**src/hw/rtl/jhd_pkg.sv**
```systemverilog
// shared types, codes and the zigzag table for the jpeg huffman block decoder
// no dependencies
package jhd_pkg;

	localparam int BLOCK_SIZE = 64;

	localparam logic [1:0] MODE_COUNT   = 2'd0;
	localparam logic [1:0] MODE_SYMBOL  = 2'd1;
	localparam logic [1:0] MODE_DATA    = 2'd2;
	localparam logic [1:0] MODE_RESTART = 2'd3;

	localparam logic [2:0] KIND_COEFF   = 3'd0;
	localparam logic [2:0] KIND_CLOSE   = 3'd1;
	localparam logic [2:0] KIND_EOB     = 3'd2;
	localparam logic [2:0] KIND_NOMATCH = 3'd3;
	localparam logic [2:0] KIND_OVERRUN = 3'd4;

	localparam logic [16:0] NO_CODE = 17'h10000;

	typedef enum logic [1:0] {
		PH_DC_SYM = 2'd0,
		PH_DC_VAL = 2'd1,
		PH_AC_SYM = 2'd2,
		PH_AC_VAL = 2'd3
	} phase_t;

	typedef struct packed {
		logic [1:0] mode;
		logic       table_sel;
		logic [7:0] slot_index;
		logic [7:0] payload;
	} item_t;

	typedef struct packed {
		logic [2:0]         kind;
		logic [5:0]         position;
		logic signed [15:0] coeff_value;
		logic               last_of_item;
	} result_t;

	typedef struct packed {
		logic       wr_count;
		logic       wr_symbol;
		logic       restart;
		logic       load_byte;
		logic       bit_step;
		logic       look_step;
		logic       build_step;
		logic [4:0] build_k;
		logic       flush;
	} dp_cmd_t;

	typedef struct packed {
		logic matched;
		logic pend_valid;
		logic out_free;
	} dp_stat_t;

	function automatic logic [5:0] natural_of(input logic [5:0] zz);
		logic [5:0] n;
		case (zz)
			6'd0: n = 6'd0;   6'd1: n = 6'd1;   6'd2: n = 6'd8;   6'd3: n = 6'd16;
			6'd4: n = 6'd9;   6'd5: n = 6'd2;   6'd6: n = 6'd3;   6'd7: n = 6'd10;
			6'd8: n = 6'd17;  6'd9: n = 6'd24;  6'd10: n = 6'd32; 6'd11: n = 6'd25;
			6'd12: n = 6'd18; 6'd13: n = 6'd11; 6'd14: n = 6'd4;  6'd15: n = 6'd5;
			6'd16: n = 6'd12; 6'd17: n = 6'd19; 6'd18: n = 6'd26; 6'd19: n = 6'd33;
			6'd20: n = 6'd40; 6'd21: n = 6'd48; 6'd22: n = 6'd41; 6'd23: n = 6'd34;
			6'd24: n = 6'd27; 6'd25: n = 6'd20; 6'd26: n = 6'd13; 6'd27: n = 6'd6;
			6'd28: n = 6'd7;  6'd29: n = 6'd14; 6'd30: n = 6'd21; 6'd31: n = 6'd28;
			6'd32: n = 6'd35; 6'd33: n = 6'd42; 6'd34: n = 6'd49; 6'd35: n = 6'd56;
			6'd36: n = 6'd57; 6'd37: n = 6'd50; 6'd38: n = 6'd43; 6'd39: n = 6'd36;
			6'd40: n = 6'd29; 6'd41: n = 6'd22; 6'd42: n = 6'd15; 6'd43: n = 6'd23;
			6'd44: n = 6'd30; 6'd45: n = 6'd37; 6'd46: n = 6'd44; 6'd47: n = 6'd51;
			6'd48: n = 6'd58; 6'd49: n = 6'd59; 6'd50: n = 6'd52; 6'd51: n = 6'd45;
			6'd52: n = 6'd38; 6'd53: n = 6'd31; 6'd54: n = 6'd39; 6'd55: n = 6'd46;
			6'd56: n = 6'd53; 6'd57: n = 6'd60; 6'd58: n = 6'd61; 6'd59: n = 6'd54;
			6'd60: n = 6'd47; 6'd61: n = 6'd55; 6'd62: n = 6'd62; 6'd63: n = 6'd63;
			default: n = 6'd0;
		endcase
		return n;
	endfunction

endpackage

```
**src/hw/rtl/jhd_ctrl.sv**
```systemverilog
// controller state machine: request intake, bit sequencing, code build sweep, flush
// depends on jhd_pkg
module jhd_ctrl import jhd_pkg::*; (
	input  logic     clk,
	input  logic     arst_n,
	input  logic     item_valid,
	output logic     item_ready,
	input  item_t    item,
	input  dp_stat_t stat,
	output dp_cmd_t  cmd
);

	typedef enum logic [4:0] {
		ST_IDLE  = 5'b00001,
		ST_BIT   = 5'b00010,
		ST_LOOK  = 5'b00100,
		ST_BUILD = 5'b01000,
		ST_FLUSH = 5'b10000
	} state_t;

	state_t     state_q, state_d;
	logic [3:0] bits_left_q, bits_left_d;
	logic [4:0] bk_q, bk_d;
	logic       accept, stall;

	assign item_ready = (state_q == ST_IDLE);
	assign accept     = item_valid && item_ready;
	// a new result may only be made once the pending one has somewhere to go
	assign stall      = stat.pend_valid && !stat.out_free;

	always_comb begin
		state_d     = state_q;
		bits_left_d = bits_left_q;
		bk_d        = bk_q;
		cmd         = '0;
		cmd.build_k = bk_q;
		case (state_q)
			ST_IDLE: begin
				if (accept) begin
					case (item.mode)
						MODE_COUNT:  cmd.wr_count = 1'b1;
						MODE_SYMBOL: cmd.wr_symbol = 1'b1;
						MODE_DATA: begin
							cmd.load_byte = 1'b1;
							bits_left_d   = 4'd8;
							state_d       = ST_BIT;
						end
						MODE_RESTART: begin
							cmd.restart = 1'b1;
							bk_d        = '0;
							state_d     = ST_BUILD;
						end
						default: ;
					endcase
				end
			end
			ST_BIT: begin
				if (!stall) begin
					cmd.bit_step = 1'b1;
					bits_left_d  = bits_left_q - 4'd1;
					if (stat.matched) begin
						state_d = ST_LOOK;
					end else if (bits_left_q == 4'd1) begin
						state_d = ST_FLUSH;
					end
				end
			end
			ST_LOOK: begin
				if (!stall) begin
					cmd.look_step = 1'b1;
					state_d = (bits_left_q == 4'd0) ? ST_FLUSH : ST_BIT;
				end
			end
			ST_BUILD: begin
				cmd.build_step = 1'b1;
				bk_d = bk_q + 5'd1;
				if (bk_q == 5'd31) begin
					state_d = ST_IDLE;
				end
			end
			ST_FLUSH: begin
				if (!stat.pend_valid) begin
					state_d = ST_IDLE;
				end else if (stat.out_free) begin
					cmd.flush = 1'b1;
					state_d   = ST_IDLE;
				end
			end
			default: state_d = ST_IDLE;
		endcase
	end

	always_ff @(posedge clk or negedge arst_n) begin
		if (!arst_n) begin
			state_q     <= ST_IDLE;
			bits_left_q <= '0;
			bk_q        <= '0;
		end else begin
			state_q     <= state_d;
			bits_left_q <= bits_left_d;
			bk_q        <= bk_d;
		end
	end

`ifndef SYNTH
	a_onehot: assert property (@(posedge clk) disable iff (!arst_n) $onehot(state_q))
		else $error("state not one-hot");
	a_look_after_match: assert property (@(posedge clk) disable iff (!arst_n)
		state_q == ST_LOOK && $past(state_q) == ST_BIT |-> $past(stat.matched))
		else $error("lookup without a match");
	a_idle_after_build: assert property (@(posedge clk) disable iff (!arst_n)
		state_q == ST_BUILD && bk_q == 5'd31 |=> state_q == ST_IDLE)
		else $error("build sweep overran");
`endif

endmodule

```
**config.mk**
```make
export PLATFORM = sky130hd
export DESIGN_NAME = jhd_ctrl
export DESIGN_NICKNAME = d
export VERILOG_FILES = /design/src/hw/rtl/jhd_pkg.sv /design/src/hw/rtl/jhd_ctrl.sv
export SDC_FILE = /design/constraint.sdc
export NUM_CORES = 1
export LEC_CHECK = 0
export BUFFER_PORTS_ARGS = -buffer_cell sky130_fd_sc_hd__buf_2
export CORE_MARGIN = 1.5
export CORE_UTILIZATION = 30
export DETAILED_ROUTE_END_ITERATION = 6
export PLACE_DENSITY = 0.55
export SLEW_MARGIN = 5
export SYNTH_ARGS = -nofsm -noshare
export SYNTH_HDL_FRONTEND = slang
export SYNTH_SLANG_ARGS = --single-unit
```
**constraint.sdc**
```tcl
create_clock -name clk -period 3.58 [get_ports clk]
set_input_delay 0.179 -clock clk [delete_from_list [all_inputs] [get_ports clk]]
set_output_delay 0.179 -clock clk [all_outputs]
set_load 0.005 [all_outputs]
```
== Yosys cells after proc, flatten, opt, wreduce, memory -nomap -nowiden ==
Index checks and enable logic that the tools add are counted.

* ROM bits: 0
* Latch bits: 0
* Output and inout port bits: 14
* Register bits: 14
* Memories kept: 0
* Logic and storage cells: 65
* Bits in writable memories: 0
* Input port bits: 25

* Equal/unequal tests: 19
* Reduce and logical (&&, ||, !) cells: 10
* Magnitude comparators: 0
* Bitwise logic cells: 0
* Add/sub/neg operators: 2
* Shift operators: 0
* Multipliers: 0
* Multiplexer cells: 31
* Div/mod/pow operators: 0

{| class="wikitable"
|+ Operators by type and width
! operator !! number
|-
| $mux 5 || 11
|-
| $pmux 5 s5 || 1
|-
| $mux 4 || 5
|-
| $pmux 5 s2 || 2
|-
| $mux 1 || 11
|-
| $eq 5x5->1 const B || 2
|-
| $pmux 4 s2 || 1
|-
| $reduce_and 7->1 || 1
|-
| $ne 2x1->1 const B || 3
|-
| $ne 2x2->1 const B || 3
|-
| $ne 3x3->1 const B || 2
|-
| $add 5x1->5 const B || 1
|-
| $eq 5x1->1 const B || 1
|-
| $eq 5x2->1 const B || 1
|-
| $eq 5x3->1 const B || 1
|-
| $eq 5x4->1 const B || 1
|-
| $eq 2x2->1 const B || 2
|-
| $eq 4x1->1 const B || 1
|-
| $logic_not 4->1 || 1
|-
| $reduce_and 4->1 || 1
|-
| $reduce_bool 2->1 || 2
|-
| $sub 4x1->4 const B || 1
|-
| $ne 3x1->1 const B || 1
|-
| $reduce_and 3->1 || 1
|-
| 4 further kinds || 5
|}

== Logic depth before layout (Yosys ltp) ==
* Depth in word-level cells: 5
* Depth in mapped cells: 7
* Mapped depth without buffers: 7

== Least setup slack after synthesis ==
Ideal clock, no wire load.

* Path type: register to register
* Start: reg bk_q[0]
* End: reg state_q[4]
* Cell stages (with the launch flop): 8
* Buffers on the path: 0
* Period minus slack after synthesis: 1.785 ns
* Data arrival time: 1.660 ns
* Path slack: 1.795 ns
* Data required time: 3.455 ns
* Library setup time: 0.125 ns
* Cell sequence: dfrtp_1 -> ha_1 -> and3_1 -> ha_1 -> nor3b_1 -> o21ai_1 -> nand4_2 -> mux2_4

* Cells in the longest elaborated chain, start to end: 3

{| class="wikitable"
|+ RTL lines
! what !! line !! RTL
|-
| start, declared || jhd_ctrl.sv:23 || <nowiki>logic [4:0] bk_q, bk_d;</nowiki>
|-
| start signal, assigned || jhd_ctrl.sv:101 || <nowiki>bk_q <= bk_d;</nowiki>
|-
| $eq 5x5->1 || jhd_ctrl.sv:77 || <nowiki>if (bk_q == 5'd31) begin</nowiki>
|-
| $ne 2x2->1 (no source line) || - ||
|-
| $reduce_and 7->1 (no source line) || - ||
|-
| end signal, assigned || jhd_ctrl.sv:99 || <nowiki>state_q <= state_d;</nowiki>
|-
| end, declared || jhd_ctrl.sv:21 || <nowiki>state_t state_q, state_d;</nowiki>
|}

No other way between the ends.
A chain may end at the register's enable or synchronous reset.

==> results.json <==
{
  "power_uw": 771.6,
  "areaGrowthSynthToFinish_pct": 19.68,
  "antenna_found_initial": 0,
  "via_per_inst": 4.847,
  "hold_path_class": "in2reg",
  "tightest_slew_ns": 0.4376,
  "final_common_cell": "buf_2",
  "p_per_area_nw_per_um2": 685.2,
  "synthArstFlopShare_pct": 100.0,
  "ant_nets": 0,
  "cp_max_fo": 6,
  "rsz0062_at_grt": "false",
  "clockBufferDepth": 2,
  "layout-drive-gt1-share_pct": 25.40,
  "ys_warn_count": 0,
  "yosysSeqAreaShare_pct": 37.37,
  "insertion_delay_ns": 0.28,
  "rows": 20,
  "totalWireLength_um": 2174,
  "fin_setup_tns_ns": 0,
  "crit_chain": "nor2b_1 -> nand3_1 -> nor2_1 -> buf_2",
  "fmax_mhz": 509.5,
  "post_cts_buffers": 0,
  "ys_types": 33,
  "fp.dieArea_sq_um": 3482,
  "io_pins": 39,
  "final_util_pct": 37.19,
  "syn_nets": 131,
  "port-buffer-count": 21,
  "core_sq_um": 3028,
  "yosys.area.top_type": "dfrtp_1",
  "slowest_stage": "dfstp_2",
  "setup_viol": 0,
  "max_stage_delay_ns": 0.59,
  "vias": 824,
  "synth_edf_count": 0,
  "period_needed_ns": 1.963,
  "routabilityCongestion": 0.7390,
  "slew_headroom_pct": 70.70,
  "gr-total-overflow": 0,
  "end_kind": "output port",
  "diodes": 0,
  "dieHeight_um": 59.01,
  "critical_path_class": "reg2out",
  "path_delay_family": "simple AND/OR/NAND/NOR gates",
  "cts-resized-gates": 0,
  "ys_ff_latch": 14,
  "drt_iter0_drc": 16,
  "grt_pass1_wl_um": 3491,
  "status": "finished clean",
  "layout_setup_ws_ns": 1.617,
  "vdd_ir_drop_max_uv": 184.1,
  "htreeDepth": 1,
  "syn_inst": 101,
  "drv_slew": 0,
  "grt_max_degree": 15,
  "start_util_pct": 31.07,
  "synth.top_cell.area_share_pct": 34.57,
  "drt-pass1-iter-count": 4,
  "maxCapViolCount": 0,
  "synth_area_leaders": "dfrtp_1, ha_1, nand2_1",
  "arrival_ns": 1.78,
  "path_clk_slew_ns": 0.09,
  "worstPathRequired_ns": 3.40,
  "wl_per_cell_um": 12.79,
  "avgSynthCellArea_sq_um": 9.316,
  "nNetsFinal": 157,
  "final_hold_viol_count": 0,
  "rr_worst_depth": 7,
  "grt_use_total_pct": 13.13,
  "min_period_over_period_pct": 54.82,
  "grt_pass1_vias": 790,
  "hold_depth": 3,
  "dominantRegCellSynth": "dfrtp_1",
  "pre_cts_slack_ns": 1.696,
  "start_kind": "register",
  "cts_tree": "built",
  "hold_ws_ns": 0.1782,
  "dp_hpwl_um": 1680,
  "cts.sinks": 14,
  "cts_buffers": 3,
  "finClkSkew_ns": 0.004962,
  "p_leak_nw": 0.5661,
  "cp_num_buf_inv": 1,
  "crit_cells": 4,
  "fp.dieW_um": 59.01,
  "final_cell_mix": "buf_2, dfrtp_1, nand2_1, nor2_1",
  "netlist_area_sq_um": 940.9,
  "route.detailed.drc": 0,
  "root_buffer": "clkbuf_4"
}
cell families (layout without fill, tap and decap cells):
logic type                 count (synthesis)  in the layout  share of synthesized area [%]
adders and majority gates                  5              5                          6.649
xor gates and xnor gates                   4              4                          3.723
and+or+nand+nor                           50             50                          31.52
buffers and inverters                      7             32                          3.590
AOI/OAI and AO/OA                         17             17                          12.37
muxes                                      4              4                          4.787
DFF                                       14             14                          37.37
synthesized netlist by cell type (2+ instances only):
cell      instances
dfrtp_1          13
nand2_1          10
nor2_1            8
inv_1             6
nand3_1           6
ha_1              5
nand4_1           4
nor2b_1           4
o22ai_1           4
xor2_1            4
mux2i_1           3
nor3_1            3
nor3b_1           3
o21ai_0           3
a21oi_1           2
a31oi_1           2
and3_1            2
nand2b_1          2
nor3_2            2
o21ai_1           2
final cells by class:
type / count / area (sq um)
Inverter: 6 / 22.52
Timing Repair Buffer: 22 / 115.1
Multi-Input combinational cell: 80 / 555.5
Tap cell: 44 / 55.05
Sequential cell: 14 / 351.6
Fill cell: 315 / 1902
Clock buffer: 4 / 26.28
per-stage QoR:
stage	area, sq um	instances
global placement	1090	165
floorplan	940.9	101
CTS	1126	170
detailed placement	1090	165
finish	1126	170
global route	1126	170
power by group:
part | switching [mW] | total [mW] | internal [mW]
sequential | 0.0779 | 0.303 | 0.225
combinational | 0.198 | 0.370 | 0.172
clock | 0.0556 | 0.0987 | 0.0432
total | 0.332 | 0.772 | 0.440
state kept, by name, indices dropped and copies added, names as in the netlist:
register	cells
bits_left_q	4
state_q	5
bk_q	5
routing by layer:
metal,wire (um),GRT usage (%),vias to the layer above,part of all wire (%)
met2,1122,23.49,12,52
met5,0,0,-,0
met3,43,1.747,2,2.0
met4,23,5.195,0,1.1
li1,-,-,413,-
met1,985,15.80,397,45
tightest hold or removal path: cells and delay by family:
family          cells  cell delay, ns
compound gates      1            0.06
simple gates        1            0.05
buf+inv             1            0.12
repair_timing:
item                                    4_1_cts  5_1_grt
hold buffers                                  1        0
endpoints found under the hold margin        13        0
endpoints found under the setup margin        0        0
final timing paths:
| path | from | end | slack (ns) |
|---|---|---|---|
| worst min register to register | bk_q[2] | bk_q[2] | 0.53 |
| worst max register to register | bk_q[0] | state_q[4] | 1.69 |
| max in group asynchronous | arst_n | state_q[0] | 2.96 |
| min in group asynchronous | arst_n | bk_q[3] | 0.32 |
| worst min-delay path | stat[2] | state_q[2] | 0.18 |
| worst max-delay path | state_q[0] | cmd[10] | 1.62 |
No activity file was read; power rests on OpenSTA's default activity.
